<file path="config.mk">
export PLATFORM = sky130hd
export DESIGN_NAME = sound_chip_timer_status_ports
export DESIGN_NICKNAME = d
export VERILOG_FILES = /design/src/rtl/sctsp_pkg.sv /design/src/rtl/sound_chip_timer_status_ports.sv /design/src/rtl/sctsp_alu.sv /design/src/rtl/sctsp_regs.sv /design/src/rtl/sctsp_timer_seq.sv
export VERILOG_INCLUDE_DIRS = /design/src /design/src/rtl
export SDC_FILE = /design/constraint.sdc
export NUM_CORES = 1
export LEC_CHECK = 0
export BUFFER_PORTS_ARGS = -buffer_cell sky130_fd_sc_hd__buf_2
export CAP_MARGIN = 20
export CORE_ASPECT_RATIO = 0.5
export CORE_MARGIN = 2
export CORE_UTILIZATION = 32
export DETAILED_ROUTE_END_ITERATION = 8
export PLACE_DENSITY = 0.5
export REMOVE_ABC_BUFFERS = 1
export SYNTH_ARGS = -nofsm -noshare
export SYNTH_HDL_FRONTEND = slang
export SYNTH_SLANG_ARGS = --single-unit
export TNS_END_PERCENT = 5
</file>
<file path="constraint.sdc">
create_clock -name clk -period 11.5 [get_ports clk]
set_input_delay 0.575 -clock clk [delete_from_list [all_inputs] [get_ports clk]]
set_output_delay 0.575 -clock clk [all_outputs]
set_load 0.05 [all_outputs]
</file>
<file path="src/rtl/sound_chip_timer_status_ports_assert.svh">
// Assertion macros for the sound chip timer and status port block.
// Needs nothing; included by the top level for its concurrent checks.
`ifndef SOUND_CHIP_TIMER_STATUS_PORTS_ASSERT_SVH
`define SOUND_CHIP_TIMER_STATUS_PORTS_ASSERT_SVH

// Same-cycle implication, checks off while reset is high.
`define SCTSP_ASSERT_NOW(label, clk, rst, ante, cons, msg) \
  label: assert property (@(posedge clk) disable iff (rst) (ante) |-> (cons)) \
    else $error(msg);

// Next-cycle implication, checks off while reset is high.
`define SCTSP_ASSERT_NEXT(label, clk, rst, ante, cons, msg) \
  label: assert property (@(posedge clk) disable iff (rst) (ante) |=> (cons)) \
    else $error(msg);

`endif

</file>
<file path="src/rtl/sctsp_pkg.sv">
// Shared types, codes, widths and period functions for the sound chip
// timer and status port block. Depends on nothing.
package sctsp_pkg;

  localparam int MAX_TICK_CYCLES = 4000;

  localparam int CYC_W    = 12;
  localparam int SAT_W    = ($clog2(MAX_TICK_CYCLES + 1) > CYC_W) ?
                            $clog2(MAX_TICK_CYCLES + 1) : CYC_W;
  localparam int TA_W     = 10;
  localparam int TB_W     = 8;
  localparam int CNT_A_W  = 17;
  localparam int CNT_B_W  = 19;
  localparam int CNT_W    = CNT_B_W;
  localparam int UW       = CNT_W + 1;
  localparam int IDX_W    = $clog2(CYC_W);

  typedef enum logic [1:0] {
    FN_WRITE = 2'd0,
    FN_READ  = 2'd1,
    FN_TICK  = 2'd2,
    FN_HOST  = 2'd3
  } func_t;

  // Sound CPU ports
  localparam logic [7:0] PORT_CMD     = 8'h00;
  localparam logic [7:0] PORT_ADDR_LO = 8'h04;
  localparam logic [7:0] PORT_DATA_LO = 8'h05;
  localparam logic [7:0] PORT_ADDR_HI = 8'h06;
  localparam logic [7:0] PORT_DATA_HI = 8'h07;
  localparam logic [7:0] PORT_REPLY   = 8'h0C;
  localparam logic [7:0] PORT_TSTAT   = 8'h04;
  localparam logic [7:0] PORT_PSTAT   = 8'h06;

  // Register numbers behind the data ports
  localparam logic [7:0] REG_PB_CLR  = 8'h10;
  localparam logic [7:0] REG_PB_MASK = 8'h1C;
  localparam logic [7:0] REG_TA_HI   = 8'h24;
  localparam logic [7:0] REG_TA_LO   = 8'h25;
  localparam logic [7:0] REG_TB      = 8'h26;
  localparam logic [7:0] REG_TCTL    = 8'h27;
  localparam logic [7:0] REG_PB_SET  = 8'h00;

  localparam logic [7:0] PB_RESET    = 8'h3F;
  localparam logic [7:0] PB_ALL      = 8'h3F;
  localparam logic [7:0] REPLY_RESET = 8'h01;
  localparam logic [7:0] RD_NONE     = 8'hFF;

  typedef struct packed {
    logic [1:0] enables;
    logic       load_a;
    logic       load_b;
  } tmr_ctl_t;

  typedef struct packed {
    logic a;
    logic b;
  } tmr_flag_t;

  // 36 * (1024 - v) as shift and add
  function automatic logic [CNT_A_W-1:0] period_a_f(input logic [TA_W-1:0] v);
    logic [CNT_A_W-1:0] n;
    n = CNT_A_W'(11'd1024 - {1'b0, v});
    return (n << 5) + (n << 2);
  endfunction

  // 576 * (256 - v) as shift and add
  function automatic logic [CNT_B_W-1:0] period_b_f(input logic [TB_W-1:0] v);
    logic [CNT_B_W-1:0] n;
    n = CNT_B_W'(9'd256 - {1'b0, v});
    return (n << 9) + (n << 6);
  endfunction

  function automatic logic [CYC_W-1:0] sat_cycles(input logic [CYC_W-1:0] e);
    logic [SAT_W-1:0] ext;
    ext = SAT_W'(e);
    if (ext > SAT_W'(MAX_TICK_CYCLES)) return CYC_W'(MAX_TICK_CYCLES);
    return e;
  endfunction

endpackage

</file>
<file path="src/rtl/sound_chip_timer_status_ports.sv">
// Top level of the sound chip timer and status port block.
// Depends on sctsp_pkg, sctsp_regs, sctsp_timer_seq and the assertion header.
//
//   channel | handshake            | payload
//   --------+----------------------+---------------------------------------------
//   input   | in_valid / in_ready  | func, port_number, data_byte, elapsed_cycles
//   output  | out_valid / out_ready| read_data, host_reply, nmi_request
//
// Port writes, reads and host commands go from accept through the done state
// to the output register. A tick runs, per enabled timer, a check and a
// decrement when it does not expire, or a check, one subtractor step per
// remainder bit of the 12-bit deficit and a reload when it does.
// Reset clears all control state and loads the latch reset values.
// in_ready is high whenever the item sequencer is idle; a finished item
// waits in the done state only while the output register still holds an
// untaken item.
`include "sound_chip_timer_status_ports_assert.svh"

module sound_chip_timer_status_ports (
  input  logic                         clk,
  input  logic                         rst,
  input  logic                         in_valid,
  output logic                         in_ready,
  input  logic [1:0]                   func,
  input  logic [7:0]                   port_number,
  input  logic [7:0]                   data_byte,
  input  logic [sctsp_pkg::CYC_W-1:0]  elapsed_cycles,
  output logic                         out_valid,
  input  logic                         out_ready,
  output logic [7:0]                   read_data,
  output logic [7:0]                   host_reply,
  output logic                         nmi_request
);
  import sctsp_pkg::*;

  typedef enum logic [2:0] {
    S_IDLE = 3'b001,
    S_TICK = 3'b010,
    S_DONE = 3'b100
  } top_state_t;

  top_state_t           state;
  logic                 accept;
  logic                 is_tick;
  logic                 start_tick;
  logic                 reg_acc;
  logic                 seq_done;
  logic                 out_load;
  logic                 done_stall;
  logic                 seq_busy;
  logic [7:0]           rd;
  logic [7:0]           rd_hold;
  logic [7:0]           reply;
  logic                 nmi;
  tmr_ctl_t             ctl;
  tmr_flag_t            flag_set;
  logic [TA_W-1:0]      value_a;
  logic [TB_W-1:0]      value_b;

  // take a new item whenever the sequencer is idle
  assign in_ready   = (state == S_IDLE);
  assign accept     = in_valid && in_ready;
  assign is_tick    = (func == FN_TICK);
  assign start_tick = accept && is_tick;
  assign reg_acc    = accept && !is_tick;

  // move the finished item out once the output register is free
  assign out_load   = (state == S_DONE) && (!out_valid || out_ready);

  // port decode and latches act at the accept edge
  sctsp_regs u_regs (
    .clk         (clk),
    .rst         (rst),
    .acc         (reg_acc),
    .func        (func),
    .port_number (port_number),
    .data_byte   (data_byte),
    .flag_set    (flag_set),
    .rd          (rd),
    .reply       (reply),
    .nmi         (nmi),
    .ctl         (ctl),
    .value_a     (value_a),
    .value_b     (value_b)
  );

  // timers advance over many cycles on the shared subtractor
  sctsp_timer_seq u_seq (
    .clk            (clk),
    .rst            (rst),
    .start          (start_tick),
    .elapsed_cycles (elapsed_cycles),
    .ctl            (ctl),
    .value_a        (value_a),
    .value_b        (value_b),
    .done           (seq_done),
    .flag_set       (flag_set)
  );

  always_ff @(posedge clk) begin
    if (rst) begin
      state     <= S_IDLE;
      out_valid <= 1'b0;
    end else begin
      if (out_load) out_valid <= 1'b1;
      else if (out_ready) out_valid <= 1'b0;
      unique case (state)
        S_IDLE: begin
          if (accept) begin
            // hold the read byte seen at accept; non-reads give all ones
            rd_hold <= rd;
            state   <= is_tick ? S_TICK : S_DONE;
          end
        end
        S_TICK: begin
          if (seq_done) state <= S_DONE;
        end
        S_DONE: begin
          // drop the item into the output register once it is free
          if (out_load) begin
            read_data   <= rd_hold;
            host_reply  <= reply;
            nmi_request <= nmi;
            state       <= S_IDLE;
          end
        end
        default: state <= S_IDLE;
      endcase
    end
  end

  assign done_stall = (state == S_DONE) && out_valid && !out_ready;
  assign seq_busy   = seq_done || flag_set.a || flag_set.b;

  `SCTSP_ASSERT_NEXT(a_done_holds, clk, rst, done_stall, (state == S_DONE), "done not held")
  `SCTSP_ASSERT_NEXT(a_nontick_done, clk, rst, reg_acc, (state == S_DONE), "non-tick not done")
  `SCTSP_ASSERT_NOW(a_seq_done_tick, clk, rst, seq_busy, (state == S_TICK), "busy outside tick")

endmodule

</file>
<file path="src/rtl/sctsp_alu.sv">
// Shared subtractor of the timer sequencer: difference and borrow.
// Depends on sctsp_pkg for the unit width.
module sctsp_alu (
  input  logic [sctsp_pkg::UW-1:0] a,
  input  logic [sctsp_pkg::UW-1:0] b,
  output logic [sctsp_pkg::UW-1:0] diff,
  output logic                     borrow
);
  import sctsp_pkg::*;

  logic [UW:0] full;

  assign full   = {1'b0, a} - {1'b0, b};
  assign diff   = full[UW-1:0];
  assign borrow = full[UW];

endmodule

</file>
<file path="src/rtl/sctsp_regs.sv">
// Port decode and register file: address latches, timer values, enables,
// flags, playback flags and host latches. Depends on sctsp_pkg.
module sctsp_regs (
  input  logic                         clk,
  input  logic                         rst,
  input  logic                         acc,
  input  logic [1:0]                   func,
  input  logic [7:0]                   port_number,
  input  logic [7:0]                   data_byte,
  input  sctsp_pkg::tmr_flag_t         flag_set,
  output logic [7:0]                   rd,
  output logic [7:0]                   reply,
  output logic                         nmi,
  output sctsp_pkg::tmr_ctl_t          ctl,
  output logic [sctsp_pkg::TA_W-1:0]   value_a,
  output logic [sctsp_pkg::TB_W-1:0]   value_b
);
  import sctsp_pkg::*;

  logic [7:0] addr_lo;
  logic [7:0] addr_hi;
  logic [1:0] enables;
  logic [1:0] flags;
  logic [1:0] flag_clr;
  logic [7:0] pb_flags;
  logic [7:0] cmd;
  logic       wr_lo;

  assign wr_lo = acc && (func == FN_WRITE) && (port_number == PORT_DATA_LO);

  // timer control write drops the selected flags
  assign flag_clr = (wr_lo && (addr_lo == REG_TCTL)) ? {data_byte[5], data_byte[4]} : 2'b00;

  always_comb begin
    ctl.enables = enables;
    ctl.load_a  = wr_lo && (addr_lo == REG_TCTL) && data_byte[2];
    ctl.load_b  = wr_lo && (addr_lo == REG_TCTL) && data_byte[3];
  end

  always_comb begin
    rd = RD_NONE;
    if (func == FN_READ) begin
      unique case (port_number)
        PORT_CMD:   rd = cmd;
        PORT_TSTAT: rd = {6'b0, flags};
        PORT_PSTAT: rd = pb_flags;
        default:    rd = RD_NONE;
      endcase
    end
  end

  always_ff @(posedge clk) begin
    if (rst) begin
      addr_lo  <= '0;
      addr_hi  <= '0;
      value_a  <= '0;
      value_b  <= '0;
      enables  <= '0;
      flags    <= '0;
      pb_flags <= PB_RESET;
      cmd      <= '0;
      reply    <= REPLY_RESET;
      nmi      <= 1'b0;
    end else begin
      flags <= (flags | {flag_set.b, flag_set.a}) & ~flag_clr;
      if (acc) begin
        unique case (func)
          FN_WRITE: begin
            unique case (port_number)
              PORT_ADDR_LO: addr_lo <= data_byte;
              PORT_ADDR_HI: addr_hi <= data_byte;
              PORT_REPLY:   reply   <= data_byte;
              PORT_DATA_LO: begin
                unique case (addr_lo)
                  REG_PB_CLR:  if (data_byte[0]) pb_flags[7] <= 1'b0;
                  REG_PB_MASK: pb_flags <= pb_flags &
                                           ~{data_byte[7], 1'b0, data_byte[5:0]};
                  REG_TA_HI:   value_a[9:2] <= data_byte;
                  REG_TA_LO:   value_a[1:0] <= data_byte[1:0];
                  REG_TB:      value_b <= data_byte;
                  REG_TCTL:    enables <= data_byte[1:0];
                  default: ;
                endcase
              end
              PORT_DATA_HI: begin
                if (addr_hi == REG_PB_SET) begin
                  pb_flags <= pb_flags | (data_byte[7] ? PB_ALL :
                                          {2'b0, data_byte[5:0]});
                end
              end
              default: ;
            endcase
          end
          FN_READ: if (port_number == PORT_CMD) nmi <= 1'b0;
          FN_HOST: begin
            cmd <= data_byte;
            nmi <= 1'b1;
          end
          default: ;
        endcase
      end
    end
  end

endmodule

</file>
<file path="src/rtl/sctsp_timer_seq.sv">
// Timer sequencer: holds both counts and runs a tick through the shared
// subtractor, with a restoring remainder loop for reload.
// Depends on sctsp_pkg and sctsp_alu.
module sctsp_timer_seq (
  input  logic                         clk,
  input  logic                         rst,
  input  logic                         start,
  input  logic [sctsp_pkg::CYC_W-1:0]  elapsed_cycles,
  input  sctsp_pkg::tmr_ctl_t          ctl,
  input  logic [sctsp_pkg::TA_W-1:0]   value_a,
  input  logic [sctsp_pkg::TB_W-1:0]   value_b,
  output logic                         done,
  output sctsp_pkg::tmr_flag_t         flag_set
);
  import sctsp_pkg::*;

  typedef enum logic [5:0] {
    SQ_IDLE = 6'b000001,
    SQ_PICK = 6'b000010,
    SQ_CHK  = 6'b000100,
    SQ_DEC  = 6'b001000,
    SQ_MOD  = 6'b010000,
    SQ_RLD  = 6'b100000
  } sq_state_t;

  sq_state_t          state;
  logic               sel;
  logic [IDX_W-1:0]   idx;
  logic [CYC_W-1:0]   cyc;
  logic [CYC_W-1:0]   deficit;
  logic [CNT_W-1:0]   rem;
  logic [CNT_A_W-1:0] count_a;
  logic [CNT_B_W-1:0] count_b;
  logic [CNT_A_W-1:0] period_a;
  logic [CNT_B_W-1:0] period_b;
  logic [CNT_W-1:0]   per_sel;
  logic [UW-1:0]      cnt_ext;
  logic [UW-1:0]      trial;
  logic [UW-1:0]      op_a;
  logic [UW-1:0]      op_b;
  logic [UW-1:0]      diff;
  logic               borrow;

  assign period_a = period_a_f(value_a);
  assign period_b = period_b_f(value_b);
  assign per_sel  = sel ? period_b : CNT_W'(period_a);
  assign cnt_ext  = sel ? UW'(count_b) : UW'(count_a);
  assign trial    = {rem, deficit[idx]};

  always_comb begin
    unique case (state)
      SQ_CHK:  begin op_a = UW'(cyc);     op_b = cnt_ext;      end
      SQ_DEC:  begin op_a = cnt_ext;      op_b = UW'(cyc);     end
      SQ_MOD:  begin op_a = trial;        op_b = UW'(per_sel); end
      SQ_RLD:  begin op_a = UW'(per_sel); op_b = UW'(rem);     end
      default: begin op_a = '0;           op_b = '0;           end
    endcase
  end

  sctsp_alu u_alu (
    .a      (op_a),
    .b      (op_b),
    .diff   (diff),
    .borrow (borrow)
  );

  assign flag_set.a = (state == SQ_CHK) && !borrow && !sel;
  assign flag_set.b = (state == SQ_CHK) && !borrow && sel;
  assign done = sel && (((state == SQ_PICK) && !ctl.enables[sel]) ||
                        (state == SQ_DEC) || (state == SQ_RLD));

  always_ff @(posedge clk) begin
    if (rst) begin
      state   <= SQ_IDLE;
      sel     <= 1'b0;
      idx     <= '0;
      count_a <= '0;
      count_b <= '0;
    end else begin
      if (ctl.load_a) count_a <= period_a;
      if (ctl.load_b) count_b <= period_b;
      unique case (state)
        SQ_IDLE: begin
          if (start) begin
            cyc   <= sat_cycles(elapsed_cycles);
            sel   <= 1'b0;
            state <= SQ_PICK;
          end
        end
        SQ_PICK: begin
          if (ctl.enables[sel]) state <= SQ_CHK;
          else if (sel) state <= SQ_IDLE;
          else sel <= 1'b1;
        end
        SQ_CHK: begin
          // no borrow means the count ran to zero or below
          if (!borrow) begin
            deficit <= diff[CYC_W-1:0];
            rem     <= '0;
            idx     <= IDX_W'(CYC_W - 1);
            state   <= SQ_MOD;
          end else begin
            state <= SQ_DEC;
          end
        end
        SQ_MOD: begin
          rem <= borrow ? trial[CNT_W-1:0] : diff[CNT_W-1:0];
          if (idx == '0) state <= SQ_RLD;
          else idx <= idx - 1'b1;
        end
        SQ_DEC, SQ_RLD: begin
          if (!sel) count_a <= diff[CNT_A_W-1:0];
          else count_b <= diff[CNT_B_W-1:0];
          if (sel) begin
            state <= SQ_IDLE;
          end else begin
            sel   <= 1'b1;
            state <= SQ_PICK;
          end
        end
        default: state <= SQ_IDLE;
      endcase
    end
  end

endmodule
</file>
-- Word level (Yosys, flattened, before mapping)
Index checks and enable logic that the tools add are counted.
- output and inout port bits: 19
- flip-flop bits (word level): 182
- input bits: 34
- logic and storage cells: 185
- magnitude comparators: 3
- multiplexer cells: 53
- equality and inequality tests: 37
- bitwise logic cells: 8
- reduce and logical (&&, ||, !) cells: 52
- $add $sub $neg: 6
- operators with widths (kind ; number):
    20-bit one-hot mux with 4 select lines ; 2
    19-bit two-way mux ; 7
    17-bit two-way mux ; 3
    3-bit AND reduction ; 13
    19-bit one-hot mux with 2 select lines ; 1
    8-bit by 3-bit equality test with 1-bit output, second input constant ; 4
    8-bit by 6-bit equality test with 1-bit output, second input constant ; 4
    6-bit two-way mux ; 5
    6-bit one-hot mux with 5 select lines ; 1
    12-bit two-way mux ; 2
    8-bit one-hot mux with 3 select lines ; 1
    20-bit by 20-bit subtractor with 21-bit output ; 1
    19-bit adder ; 1
    17-bit adder ; 1
    8-bit by 5-bit equality test with 1-bit output, second input constant ; 2
    8-bit zero test ; 2
    2-bit inequality test, second input constant ; 8
    8-bit one-hot mux with 2 select lines ; 1
    4-bit AND reduction ; 4
    1-bit logical AND ; 14
    1-bit two-way mux ; 13
    12-bit > comparator, second input constant ; 1
    3-bit two-way mux ; 4
    11-bit by 10-bit subtractor with 12-bit output, first input constant ; 1
    46 further kinds ; 63

-- Longest topological paths before layout
- depth in word-level cells: 10
- gate-level depth with buffers: 26
- mapped depth without buffers: 23

-- Hierarchy
From an unflattened synthesis, not the netlist that was laid out.
- cell total of the unflattened synthesis: 1181
- area total of the unflattened synthesis: 10955.5 um2
- by module, submodules not included (module ; cells an instance ; sequential area each (um2) ; instances ; area each (um2)):
    sctsp_timer_seq ; 682 ; 2232.1 ; 1 ; 6134.6
    sctsp_regs ; 279 ; 1241.2 ; 1 ; 2637.5
    sctsp_alu ; 166 ; 0.0 ; 1 ; 1186.1
    sound_chip_timer_status_ports ; 54 ; 830.8 ; 1 ; 997.2

-- Worst setup path before layout
No wires, ideal clock.
- path kind: reg-to-reg
- start point: register u_regs.value_a[0] in the netlist's numbering
- end point: register u_seq.deficit[0] (enable)
- stages on the path, launching flop included: 24
- period minus slack after synthesis: 5.840 ns
- path buffers: 1
- required time: 11.120 ns
- library setup time: 0.380 ns
- path slack: 5.660 ns
- data arrival time: 5.459 ns
- path through: dfxtp_1 > clkbuf_1 > inv_1 > ha_1 > or4b_1 > or4_1 > xnor2_2 > inv_1 > ha_1 > inv_1 > nor2_1 > a2111oi_0 > nor4_1 > or3_1 > a31o_1 > ha_1 > nand2_1 > o21ai_0 > o21ai_0 > a21oi_1 > o31ai_2 > nand2_1 > nand2_1 > nor2_1
- word-level cells in the longest chain between the ends: 7
- elaborated cells between the ends (all ways): 8
- those cells by class: add/sub (3); mux (3); bitwise (1); reduce/logical (1)
- ends and longest elaborated chain (element ; line ; text):
    start: declaration ; sctsp_regs.sv:15 ; output logic [sctsp_pkg::TA_W-1:0] value_a,
    11-bit by 10-bit subtractor with 12-bit output * ; sctsp_pkg.sv:63 ; n = CNT_A_W'(11'd1024 - {1'b0, v});
    17-bit adder * ; sctsp_pkg.sv:64 ; return (n << 5) + (n << 2);
    19-bit two-way mux * ; sctsp_timer_seq.sv:46 ; assign per_sel = sel ? period_b : CNT_W'(period_a);
    20-bit one-hot mux with 4 select lines ; sctsp_timer_seq.sv:51 ; unique case (state)
    20-bit by 20-bit subtractor with 21-bit output * ; sctsp_alu.sv:13 ; assign full = {1'b0, a} - {1'b0, b};
    1-bit inverter (no line) * ; -- ;
    3-bit AND reduction (no line) * ; -- ;
    end signal: assignment ; sctsp_timer_seq.sv:98 ; deficit <= diff[CYC_W-1:0];
    end: declaration ; sctsp_timer_seq.sv:30 ; logic [CYC_W-1:0] deficit;
Mark *: on every way between the ends. The rest lies on a longest branch, timed or not.
A chain may end at the register's enable or synchronous reset.

-- Worst setup path after layout
- start point: register u_regs.value_a[0] in the netlist's numbering
- end point: register u_seq.rem[10] (enable)
- word-level cells in the longest chain between the ends: 7
- elaborated cells between the ends (all ways): 8
- those cells by class: add/sub (3); eq/ne (1); mux (3); reduce/logical (1)
- ends and longest elaborated chain (element ; line ; text):
    11-bit by 10-bit subtractor with 12-bit output * ; sctsp_pkg.sv:63 ;
    17-bit adder * ; sctsp_pkg.sv:64 ;
    19-bit two-way mux * ; sctsp_timer_seq.sv:46 ;
    20-bit one-hot mux with 4 select lines ; sctsp_timer_seq.sv:51 ;
    20-bit by 20-bit subtractor with 21-bit output * ; sctsp_alu.sv:13 ;
    2-bit inequality test (no line) * ; -- ;
    3-bit AND reduction (no line) * ; -- ;
    end signal: assignment ; sctsp_timer_seq.sv:107 ; rem <= borrow ? trial[CNT_W-1:0] : diff[CNT_W-1:0];
    end: declaration ; sctsp_timer_seq.sv:31 ; logic [CNT_W-1:0] rem;
Marked as above.

==> qor.yml <==
outcome:
  outcome: "finished, final reports clean"
cells_and_area:
  drive_gt1_frac: 0.111
  nNetsFinal: 1275
  num_antenna_cells: 0
  syn_to_final_growth_pct: 11.1
  final.fill_count: 3343
  finish.utilization: 0.359
worst_setup_path:
  critPathMaxStageDelay_ns: 0.74
  rr_endpoint: "u_seq.rem[10]"
  reg2regPathDepth: 22
  worstPathCellList: "inv_1 > ha_1 > or4b_1 > or4_1 > xnor2_2 > inv_1 > ha_1 > inv_1 > nor2_1 > a2111oi_0 > nor4_1 > or3_1 > a31o_1 > ha_1 > nand2_1 > o21ai_0 > o21ai_0 > a21oi_1 > o31ai_2 > buf_4 > a22oi_1 > and2_1"
  cp.required_ns: 11.58
  cp_max_fo: 19
  critPathTopFamily: "simple AND/OR/NAND/NOR gates"
  crit_slowest_cell: "and2_1"
  crit_arrival_ns: 6.95
  r2r_slack_ns: 4.63
  reg2reg_from: "u_regs.value_a[0]"
  worstSetupEndpointType: "register"
  cp_num_buf_inv: 4
  start_kind: "register"
  crit_type: "reg -> reg"
timing:
  setup_slack_ns: 4.63
  min_period_ns: 6.87
  tightestPinTransition_ns: 1.14
  whs_ns: 0.318
  rsz0062_at_grt: "no"
  clock.fmax_ghz: 0.146
  setup_violations: 0
  fin_setup_tns_ns: 0
  hold_violations: 0
  maxSlewViolCount: 0
  skew_ns: 0.0155
  slew_headroom: 0.243
  period_share: 0.597
drt:
  vias: 9108
  wl_per_cell_um: 19.6
  ant_nets: 0
  drc_errors: 0
  drtIter0Drc: 837
  via_per_inst: 5.49
  drtPass1Iterations: 7
  routed_wl_mm: 32.5
synthesis:
  ys_ff_latch: 181
  ys_top_cells_by_count: "nor2_1 (146), nand2_1 (123), dfxtp_1 (113), a21oi_1 (81), clkbuf_1 (74)"
  syn_inst: 1201
  avgSynthCellArea_um2: 8.86
  synth.most_common_cell: "nor2_1"
  synth_ff_type: "dfxtp_1"
  yosysTopAreaCell: "dfxtp_1"
  synth_area_leaders: "dfxtp_1 (21%), edfxtp_1 (19%), mux2i_1 (6.4%)"
  synth-edff-count: 68
  ys_async_sr_fraction: 0
  yosys_warnings: 0
  syn_area_um2: 10600
  synth.distinct_cells: 85
  yosys.area.top_type_share: 0.213
  ys_seq_area_frac: 0.405
place:
  hpwl_mm: 23.1
  io_buffer_count: 52
  place_ws_ns: 4.73
  gp_congestion: 0.897
floorplan:
  die_h_um: 133
  die_w_um: 262
  die_area_um2: 34800
  coreArea_um2: 32900
  io_pins: 53
  num_rows: 47
  start_util: 0.324
clocking:
  htree_levels: 4
  clock_latency_ns: 0.46
  hold_buffers: 0
  numCtsBuffers: 17
  postCtsResizedCells: 0
  clockBufferDepth: 2
  clk_pin_slew_ns: 0.07
  cts.sink_count: 181
  cts_root_buf: "clkbuf_16"
  cts_tree: "yes"
  postCtsSetupBuffers: 0
global_routing:
  grt_pass1_vias: 8488
  grt_usage: 0.188
  overflow: 0
  grt_max_degree: 59
  grt_pass1_wl_mm: 50.0
  antenna_found_initial: 0
min_path:
  whs_path_depth: 1
  worstHoldStart: "elapsed_cycles[10]"
  min_delay_worst_endpoint: "u_seq.cyc[10]"
  hold_class: "in -> reg"
power_and_ir_drop:
  p_total_w: 0.00133
  vdd_drop_max_uv: 92.7
  p_leak_nw: 4.30
  pwr_density_cell_nw_per_um2: 113
flow_run:
  cap_violations: 0
## cells in the final DEF (no fill, tap or decap), drive strengths merged, types with 4 or more instances in the layout
cell,count
a211oi,20
a21o,11
a21oi,81
a221o,16
a221oi,11
a22oi,14
a311oi,10
a31oi,16
and2,11
and3,9
buf,69
clkbuf,19
clkinv,7
dfxtp,113
edfxtp,68
ha,35
inv,32
mux2,10
mux2i,68
nand2,123
nand2b,10
nand3,47
nand3b,6
nand4,7
nand4b,4
nor2,147
nor2b,11
nor3,25
nor3b,8
nor4,13
o211ai,9
o21a,8
o21ai,55
o31ai,7
or3,13
or4,6
xnor2,29
xor2,10
## per-stage QoR
| stage | instance area, µm² | instances |
|---|---|---|
| floorplan | 10300 | 1116 |
| global placement | 11200 | 1624 |
| CTS | 11800 | 1656 |
| global route | 11800 | 1658 |
| finish | 11800 | 1658 |
| detailed placement | 11200 | 1624 |
## power breakdown
part / total (W) / switching [W] / internal (W) / leakage (nW)
Clock: 0.000578 / 0.000271 / 0.000307 / 0.281
Combinational: 0.0000750 / 0.0000512 / 0.0000238 / 2.45
Sequential: 0.000677 / 0.00000820 / 0.000669 / 1.57
## layout make-up
class	count	area, µm²	share of cell area
Timing Repair Buffer	69	390	0.0330
Inverter	27	101	0.00858
Multi-Input combinational cell	908	5900	0.499
Tap cell	441	552	0.0467
Sequential cell	181	4310	0.364
Clock inverter	13	123	0.0104
Clock buffer	19	443	0.0375
## cell families after synthesis
kind of cell / Yosys count / share of synthesized area
simple gates: 454 / 0.204
mux: 81 / 0.0809
buf+inv: 112 / 0.0424
flops: 181 / 0.405
xor+xnor: 39 / 0.0335
fa+ha+maj: 38 / 0.0460
compound gates: 296 / 0.188
## worst max path at each step
stage	from	endpoint	slack (ns)	depth (start not counted)
after floorplan	u_regs.value_a[0]	u_seq.deficit[0]	5.23	22
after global placement	u_regs.value_a[0]	u_seq.rem[14]	4.91	22
after detailed placement	u_regs.value_a[0]	u_seq.rem[18]	4.73	22
after CTS	u_regs.value_a[0]	u_seq.rem[10]	4.69	22
after global routing	u_regs.value_a[0]	u_seq.rem[10]	4.02	22
final	u_regs.value_a[0]	u_seq.rem[10]	4.63	22
## per-layer routing
| metal | global-route usage | up-vias | routed length, µm |
|---|---|---|---|
| met4 | 0.0505 | 0 | 515 |
| met1 | 0.278 | 4382 | 16100 |
| met3 | 0.0435 | 28 | 2050 |
| met2 | 0.273 | 287 | 13800 |
| met5 | 0 | - | 0 |
| li1 | - | 4411 | - |
## registers in the layout, summed over array words and instances (netlist names)
name and flops:
u_seq.idx 4, read_data 8, u_regs.value_a 10, u_regs.reply 8, u_seq.state 6, u_regs.flags 2
u_seq.deficit 12, u_regs.nmi 1, u_seq.sel 1, state 3, host_reply 8, u_regs.cmd 8
u_regs.addr_lo 8, out_valid 1, u_seq.count_a 17, u_regs.addr_hi 8, u_regs.value_b 8, u_seq.cyc 12
u_seq.count_b 19, rd_hold 8, u_regs.pb_flags 7, u_seq.rem 19, nmi_request 1, u_regs.enables 2
(Power assumes the default switching activity.)
